### config.mk
export PLATFORM = sky130hd
export DESIGN_NAME = rgb_to_hsl_converter_top
export DESIGN_NICKNAME = d
export VERILOG_FILES = /design/src/rtl/rgbhsl_pkg.sv /design/src/rtl/rgb_to_hsl_converter_top.sv
export SDC_FILE = /design/constraint.sdc
export NUM_CORES = 2
export LEC_CHECK = 0
export ABC_AREA = 1
export BUFFER_PORTS_ARGS = -buffer_cell sky130_fd_sc_hd__clkbuf_2
export CAP_MARGIN = 20
export CORE_MARGIN = 10
export CORE_UTILIZATION = 55
export DETAILED_ROUTE_END_ITERATION = 10
export PLACE_DENSITY = 0.74
export RECOVER_POWER = 25
export SYNTH_ARGS = -nofsm -noshare
export SYNTH_HDL_FRONTEND = slang
export SYNTH_SLANG_ARGS = --single-unit
export TNS_END_PERCENT = 20
### constraint.sdc
create_clock -name clk -period 6.7 [get_ports clk]
set_input_delay 0 -clock clk [delete_from_list [all_inputs] [get_ports clk]]
set_output_delay 0 -clock clk [all_outputs]
set_load 0.005 [all_outputs]
### src/rtl/rgbhsl_pkg.sv
// Shared types and constants of the RGB to HSL converter.
package rgbhsl_pkg;

    // Register stages ahead of the divider steps: clamp, min/max, scale, setup.
    localparam int FRONT_STAGES = 4;

    // Which channel holds the maximum; red is tested first, then green.
    typedef enum logic [1:0]
    {
        MAX_RED,
        MAX_GREEN,
        MAX_BLUE
    } max_sel_t;

endpackage

### src/rtl/rgb_to_hsl_converter_top.sv
// RGB to HSL converter: clamp, min/max, and two pipelined restoring dividers.
//
// Usage:
//   One colour beat (red, green, blue, unsigned, 1.0 = 2^FRAC_BITS) enters at
//   a rising edge where start is high and busy is low. busy is always low:
//   a new beat may enter on every clock cycle.
//   The result beat (hue, saturation, lightness) appears on its ports for
//   exactly one cycle with done high, once the beat has passed the clamp,
//   min/max, scaling and setup registers and every divider stage.
//   Throughput is one beat per cycle. The pipeline is four front stages (clamp,
//   min/max, scaling, divider setup) plus FRAC_BITS + 1 divider stages, one
//   quotient bit per stage, for saturation and hue side by side.
//   The receiver cannot stall; nothing inside the block waits on it.
//   Reset clears the valid bits of every stage, so no stale beat comes out;
//   the data registers are not reset.
module rgb_to_hsl_converter_top #(
    parameter int FRAC_BITS = 15
) (
    input  logic        clk,
    input  logic        rst_n,
    input  logic        start,
    output logic        busy,
    input  logic [15:0] red,
    input  logic [15:0] green,
    input  logic [15:0] blue,
    output logic        done,
    output logic [14:0] hue,
    output logic [15:0] saturation,
    output logic [15:0] lightness
);

    localparam int VW = FRAC_BITS + 1;
    localparam int SW = VW + 1;
    localparam int DW = VW + 3;
    localparam int QW = FRAC_BITS + 1;
    localparam logic [31:0] ONE = 32'd1 << FRAC_BITS;
    localparam logic [SW-1:0] TWO_ONE = SW'(ONE << 1);

    // One restoring division step: returns {quotient bit, new remainder}.
    function automatic logic [DW:0] div_step(
        input logic [DW-1:0] rem,
        input logic          bit_in,
        input logic [DW-1:0] den
    );
        logic [DW+1:0] trial;
        logic [DW:0]   shifted;
        shifted = {rem, bit_in};
        trial   = {1'b0, shifted} - {2'b00, den};
        if (!trial[DW+1])
        begin
            div_step = {1'b1, trial[DW-1:0]};
        end
        else
        begin
            div_step = {1'b0, shifted[DW-1:0]};
        end
    endfunction

    // Stage A: clamped inputs.
    logic                 a_valid_reg;
    logic [VW-1:0]        a_r_reg, a_g_reg, a_b_reg;
    logic [VW-1:0]        a_r_next, a_g_next, a_b_next;

    // Stage B: extremes and difference.
    logic                 b_valid_reg;
    logic [VW-1:0]        b_d_reg, b_d_next;
    logic [SW-1:0]        b_sum_reg, b_sum_next;
    logic signed [VW:0]   b_diff_reg, b_diff_next;
    rgbhsl_pkg::max_sel_t b_sel_reg, b_sel_next;
    logic                 b_grey_reg;
    logic [VW-1:0]        b_mx, b_mn, b_rg_max, b_rg_min;

    // Stage C: scaled terms and saturation divisor.
    logic                 c_valid_reg;
    logic [VW-1:0]        c_d_reg;
    logic [DW-1:0]        c_kd_reg, c_kd_next;
    logic [DW-1:0]        c_six_d_reg, c_six_d_next;
    logic [SW-1:0]        c_den_reg, c_den_next;
    logic signed [VW:0]   c_diff_reg;
    logic [VW-1:0]        c_light_reg;
    logic                 c_grey_reg;

    // Divider pipeline; index 0 is the setup stage.
    logic                 dv_valid_reg [QW+1];
    logic                 dv_grey_reg  [QW+1];
    logic [VW-1:0]        dv_light_reg [QW+1];
    logic [DW-1:0]        s_rem_reg    [QW+1];
    logic [DW-1:0]        s_den_reg    [QW+1];
    logic [QW-1:0]        s_q_reg      [QW+1];
    logic [DW-1:0]        h_rem_reg    [QW+1];
    logic [DW-1:0]        h_den_reg    [QW+1];
    logic [QW-1:0]        h_q_reg      [QW+1];
    logic                 s_lsb_reg, h_lsb_reg;
    logic [DW-1:0]        d_num_next;

    assign busy = 1'b0;

    // Stage A.
    always_comb
    begin
        a_r_next = (32'(red) > ONE)   ? ONE[VW-1:0] : VW'(red);
        a_g_next = (32'(green) > ONE) ? ONE[VW-1:0] : VW'(green);
        a_b_next = (32'(blue) > ONE)  ? ONE[VW-1:0] : VW'(blue);
    end

    // Stage B.
    always_comb
    begin
        b_rg_max   = (a_r_reg > a_g_reg) ? a_r_reg : a_g_reg;
        b_rg_min   = (a_r_reg < a_g_reg) ? a_r_reg : a_g_reg;
        b_mx       = (b_rg_max > a_b_reg) ? b_rg_max : a_b_reg;
        b_mn       = (b_rg_min < a_b_reg) ? b_rg_min : a_b_reg;
        b_d_next   = b_mx - b_mn;
        b_sum_next = SW'(b_mx) + SW'(b_mn);
        if (a_r_reg == b_mx)
        begin
            b_sel_next  = rgbhsl_pkg::MAX_RED;
            b_diff_next = $signed({1'b0, a_g_reg}) - $signed({1'b0, a_b_reg});
        end
        else if (a_g_reg == b_mx)
        begin
            b_sel_next  = rgbhsl_pkg::MAX_GREEN;
            b_diff_next = $signed({1'b0, a_b_reg}) - $signed({1'b0, a_r_reg});
        end
        else
        begin
            b_sel_next  = rgbhsl_pkg::MAX_BLUE;
            b_diff_next = $signed({1'b0, a_r_reg}) - $signed({1'b0, a_g_reg});
        end
    end

    // Stage C.
    always_comb
    begin
        c_six_d_next = (DW'(b_d_reg) << 2) + (DW'(b_d_reg) << 1);
        unique case (b_sel_reg)
            rgbhsl_pkg::MAX_RED:   c_kd_next = DW'(b_d_reg) << 1;
            rgbhsl_pkg::MAX_GREEN: c_kd_next = DW'(b_d_reg) << 2;
            rgbhsl_pkg::MAX_BLUE:  c_kd_next = c_six_d_next;
            default:               c_kd_next = c_six_d_next;
        endcase
        // Dark half divides by the sum, bright half by two minus the sum.
        c_den_next = (32'(b_sum_reg) <= ONE) ? b_sum_reg : TWO_ONE - b_sum_reg;
    end

    // Stage D: hue numerator; the true value is positive and fits DW bits.
    assign d_num_next = c_kd_reg + {{(DW-VW-1){c_diff_reg[VW]}}, c_diff_reg};

    always_ff @(posedge clk or negedge rst_n)
    begin
        if (!rst_n)
        begin
            a_valid_reg     <= 1'b0;
            b_valid_reg     <= 1'b0;
            c_valid_reg     <= 1'b0;
            dv_valid_reg[0] <= 1'b0;
        end
        else
        begin
            a_valid_reg     <= start && !busy;
            b_valid_reg     <= a_valid_reg;
            c_valid_reg     <= b_valid_reg;
            dv_valid_reg[0] <= c_valid_reg;
        end
    end

    always_ff @(posedge clk)
    begin
        a_r_reg <= a_r_next;
        a_g_reg <= a_g_next;
        a_b_reg <= a_b_next;

        b_d_reg    <= b_d_next;
        b_sum_reg  <= b_sum_next;
        b_diff_reg <= b_diff_next;
        b_sel_reg  <= b_sel_next;
        b_grey_reg <= (b_d_next == '0);

        c_d_reg     <= b_d_reg;
        c_kd_reg    <= c_kd_next;
        c_six_d_reg <= c_six_d_next;
        c_den_reg   <= c_den_next;
        c_diff_reg  <= b_diff_reg;
        c_light_reg <= b_sum_reg[SW-1:1];
        c_grey_reg  <= b_grey_reg;

        // The dividend is x * 2^FRAC_BITS: its top part x / 2 seeds the
        // remainder, x's low bit enters on the first step, zeros after.
        dv_grey_reg[0]  <= c_grey_reg;
        dv_light_reg[0] <= c_light_reg;
        s_rem_reg[0]    <= DW'(c_d_reg[VW-1:1]);
        s_lsb_reg       <= c_d_reg[0];
        s_den_reg[0]    <= DW'(c_den_reg);
        s_q_reg[0]      <= '0;
        h_rem_reg[0]    <= d_num_next >> 1;
        h_lsb_reg       <= d_num_next[0];
        h_den_reg[0]    <= c_six_d_reg;
        h_q_reg[0]      <= '0;
    end

    for (genvar i = 0; i < QW; i++)
    begin : g_div
        logic          s_bit_in, h_bit_in;
        logic [DW:0]   s_step_next, h_step_next;

        if (i == 0)
        begin : g_first
            assign s_bit_in = s_lsb_reg;
            assign h_bit_in = h_lsb_reg;
        end
        else
        begin : g_rest
            assign s_bit_in = 1'b0;
            assign h_bit_in = 1'b0;
        end

        assign s_step_next = div_step(s_rem_reg[i], s_bit_in, s_den_reg[i]);
        assign h_step_next = div_step(h_rem_reg[i], h_bit_in, h_den_reg[i]);

        always_ff @(posedge clk or negedge rst_n)
        begin
            if (!rst_n)
            begin
                dv_valid_reg[i+1] <= 1'b0;
            end
            else
            begin
                dv_valid_reg[i+1] <= dv_valid_reg[i];
            end
        end

        always_ff @(posedge clk)
        begin
            dv_grey_reg[i+1]  <= dv_grey_reg[i];
            dv_light_reg[i+1] <= dv_light_reg[i];
            s_den_reg[i+1]    <= s_den_reg[i];
            s_rem_reg[i+1]    <= s_step_next[DW-1:0];
            s_q_reg[i+1]      <= {s_q_reg[i][QW-2:0], s_step_next[DW]};
            h_den_reg[i+1]    <= h_den_reg[i];
            h_rem_reg[i+1]    <= h_step_next[DW-1:0];
            h_q_reg[i+1]      <= {h_q_reg[i][QW-2:0], h_step_next[DW]};
        end
    end

    // Hue wraps modulo one by dropping the integer bit of its quotient.
    assign done       = dv_valid_reg[QW];
    assign hue        = dv_grey_reg[QW] ? '0 : 15'(h_q_reg[QW][FRAC_BITS-1:0]);
    assign saturation = dv_grey_reg[QW] ? '0 : 16'(s_q_reg[QW]);
    assign lightness  = 16'(dv_light_reg[QW]);

endmodule

==> results.md <==
- DRT antenna net count: 0
- Pin count of the biggest net entering global routing: 37
- Vias per inst: 5.12
- Die X: 395 um
- Detailed Route WL: 178000 um
- IO Pins: 100
- Unrepaired setup endpoints after global routing: false
- FP Rows: 137
- Num CTS Buffers: 187
- Fin crit share: 0.917
- Crit path top cell by count: nand2_1
- Async S/R FF share, synth: 0.0105
- Post-CTS setup buffer count: 0
- Syn_area_per_cell: 8.77 sq um
- Outcome: finished clean
- Max reg flops: 299
- Fin Clk Skew: 37.3 ps
- Initial DRC Count: 2960
- Critical Path AT: 6910 ps
- Register area share after synthesis: 0.494
- TritonRoute pass-1 iters: 6
- Final Max Tran Viols: 0
- Final-report hold violation count: 0
- Initial antenna violation count: 3
- Grt ovf: 0
- CP Max Fanout: 25
- Critical Path Max Stage Delay: 470 ps
- Worst Path Class, Setup: flip-flop to flip-flop
- Final #Nets: 9966
- Worst Tran Pin Value: 1060 ps
- Vias in the first global route: 58.2k
- Root buffer cell: clkbuf_16
- P&R area growth vs syn: 14.2%
- Hold wc startpoint: green[10]
- Endpoints failing setup: 0
- Worst-Skew Late Latency: 840 ps
- Max-cap violations: 0
- Crit Reg-Reg Startpoint: a_g_reg[8]$_SDFF_PN0_
- Die Y-Extent: 395 um
- Top cells by area, synth: dfxtp_1 (49%), ha_1 (11%), nand2_1 (7.3%)
- Clk slew on worst S/H paths: 60 ps
- Starting Density: 0.554
- Post-synth top area cell: dfxtp_1
- WL per Instance: 15.9 um
- Clk buf depth: 3
- Post-synth top area share: 0.487
- Worst slew margin: 0.290
- Crit path capture type: flip-flop
- Ratio of cells with drive above 1 in the final layout: 0.0696
- Crit path launch type: flip-flop
- Post-route setup TNS: 0 ps
- Drc violations: 0
- First-pass GRT wire length: 287000 um
- Cell count after synthesis: 8805
- Maximum clock frequency: 0.163 GHz
- Post-synth top flop: dfxtp_1
- DP Wirelength: 136000 um
- Critical path data required time: 7460 ps
- Synthesized area: 77200 sq um
- Distinct cells, synth: 55
- Seq cells post-synth: 1900
- CTS tree: built
- Post-layout minimum cycle time: 6150 ps
- DR vias: 57.5k
- H-tree levels: 4
- Worst min path class: input pin to flip-flop
- Slowest cell on crit path: fa_1
- Die ar.: 156000 sq um
- EDFF count, synth: 0
- GRT Util Overall: 0.224
- IO buf count: 98
- Clock sinks: 1900
- Critical path origin: a_g_reg[8]$_SDFF_PN0_
- Final Wtd Congestion: 0.937
- Yosys warnings: 0
- Core area: 140000 sq um
==> stage by stage <==
step	std cells	instance area (sq um)	util	hold slack (ps)	worst slack (ps)
floorplan	8808	77200	-	-296	800
global placement	10800	80600	0.577	-27.5	505
detailed placement	10800	80600	0.577	-14.1	361
CTS	11200	87900	0.630	0.843	352
global route	11200	88200	0.632	32.9	26.7
finish	11200	88200	0.632	59.4	554
==> cell usage after synthesis (7+ instances only) <==
| master | instances |
|---|---|
| o221ai_1 | 16 |
| o211ai_1 | 26 |
| a21oi_1 | 823 |
| or2_2 | 41 |
| nand3_2 | 12 |
| xor2_1 | 262 |
| xnor2_1 | 279 |
| nand3_1 | 377 |
| o21ai_1 | 22 |
| a21o_1 | 28 |
| o21ai_0 | 520 |
| inv_1 | 1167 |
| a31oi_1 | 50 |
| and2_1 | 9 |
| nand2_1 | 1502 |
| o31ai_1 | 32 |
| nand4_1 | 39 |
| dfxtp_1 | 1880 |
| dfrtp_1 | 20 |
| buf_4 | 8 |
| nor4_1 | 17 |
| ha_1 | 674 |
| a21boi_1 | 7 |
| nand2_2 | 18 |
| clkbuf_1 | 64 |
| nor2_1 | 600 |
| nand3b_1 | 24 |
| a211oi_1 | 19 |
| o21bai_1 | 28 |
| o311ai_0 | 7 |
| a21boi_0 | 51 |
| fa_1 | 37 |
| buf_2 | 54 |
| nor3_1 | 51 |
==> cells in the final DEF, fill, tap and decap left out, types with 93 or more instances in the layout <==
cell type      count
o21ai_0          518
inv_1           1167
xnor2_1          279
clkbuf_16        189
dfxtp_1         1879
nor2_1           599
dlygate4sd3_1     93
clkbuf_2          98
nand3_1          377
ha_1             672
buf_4            134
xor2_1           262
a21oi_1          822
nand2_1         1502
==> cell type report <==
class,count,area (sq um)
Timing Repair Buffer,340,2790
Fill cell,11300,51300
Antenna cell,2,5.00
Tap cell,1876,2350
Sequential cell,1900,38100
Inverter,1172,4400
Clock inverter,86,1100
Multi-Input combinational cell,5603,34100
Clock buffer,257,5310
==> metal layers <==
layer | track usage | routed length [um]
met1 | 0.238 | 71400
met2 | 0.433 | 93700
met3 | 0.0339 | 6070
met4 | 0.0941 | 7320
met5 | 0 | 0
==> cell families (layout without fill, tap and decap cells) <==
| kind of cell | after synthesis | in the layout | synth area share |
|---|---|---|---|
| flops | 1900 | 1900 | 0.494 |
| fa+ha+maj | 711 | 711 | 0.119 |
| simple gates | 2704 | 2704 | 0.145 |
| buf+inv | 1305 | 1855 | 0.0653 |
| compound gates | 1643 | 1643 | 0.115 |
| other cells | 1 | 6 | 0.0000486 |
| xor+xnor | 541 | 541 | 0.0613 |
==> critical path, delay by kind of cell (launching register included) <==
family                     cells  cell delay, ps
and+or+nand+nor               18            2150
AOI/OAI and AO/OA              5             780
xor gates and xnor gates       1             180
adders and majority gates      4            1400
DFF                            1             430
buffers and inverters          8            1130
==> worst paths after layout <==
kind | slack [ps] | to | depth (start not counted)
worst max-delay path | 550 | b_grey_reg$_DFF_P_ | 36
worst min-delay path | 60 | a_g_reg[10]$_SDFF_PN0_ | 4
worst max register to register | 550 | b_grey_reg$_DFF_P_ | 36
worst min register to register | 300 | h_q_reg[6][2]$_DFF_P_ | 0
max in group asynchronous | 5790 | dv_valid_reg[3]$_DFF_PN0_ | 3
min in group asynchronous | 360 | a_valid_reg$_DFF_PN0_ | 3
==> what timing repair did <==
item,CTS,global route
hold buffers,93,0
endpoints found under the setup margin,0,5
gates resized for setup,0,6
hold endpoints to repair,69,0
Power is left out: the tool's default activity adds up to more than one toggle a clock period on the data nets, which glitch-free logic cannot reach.
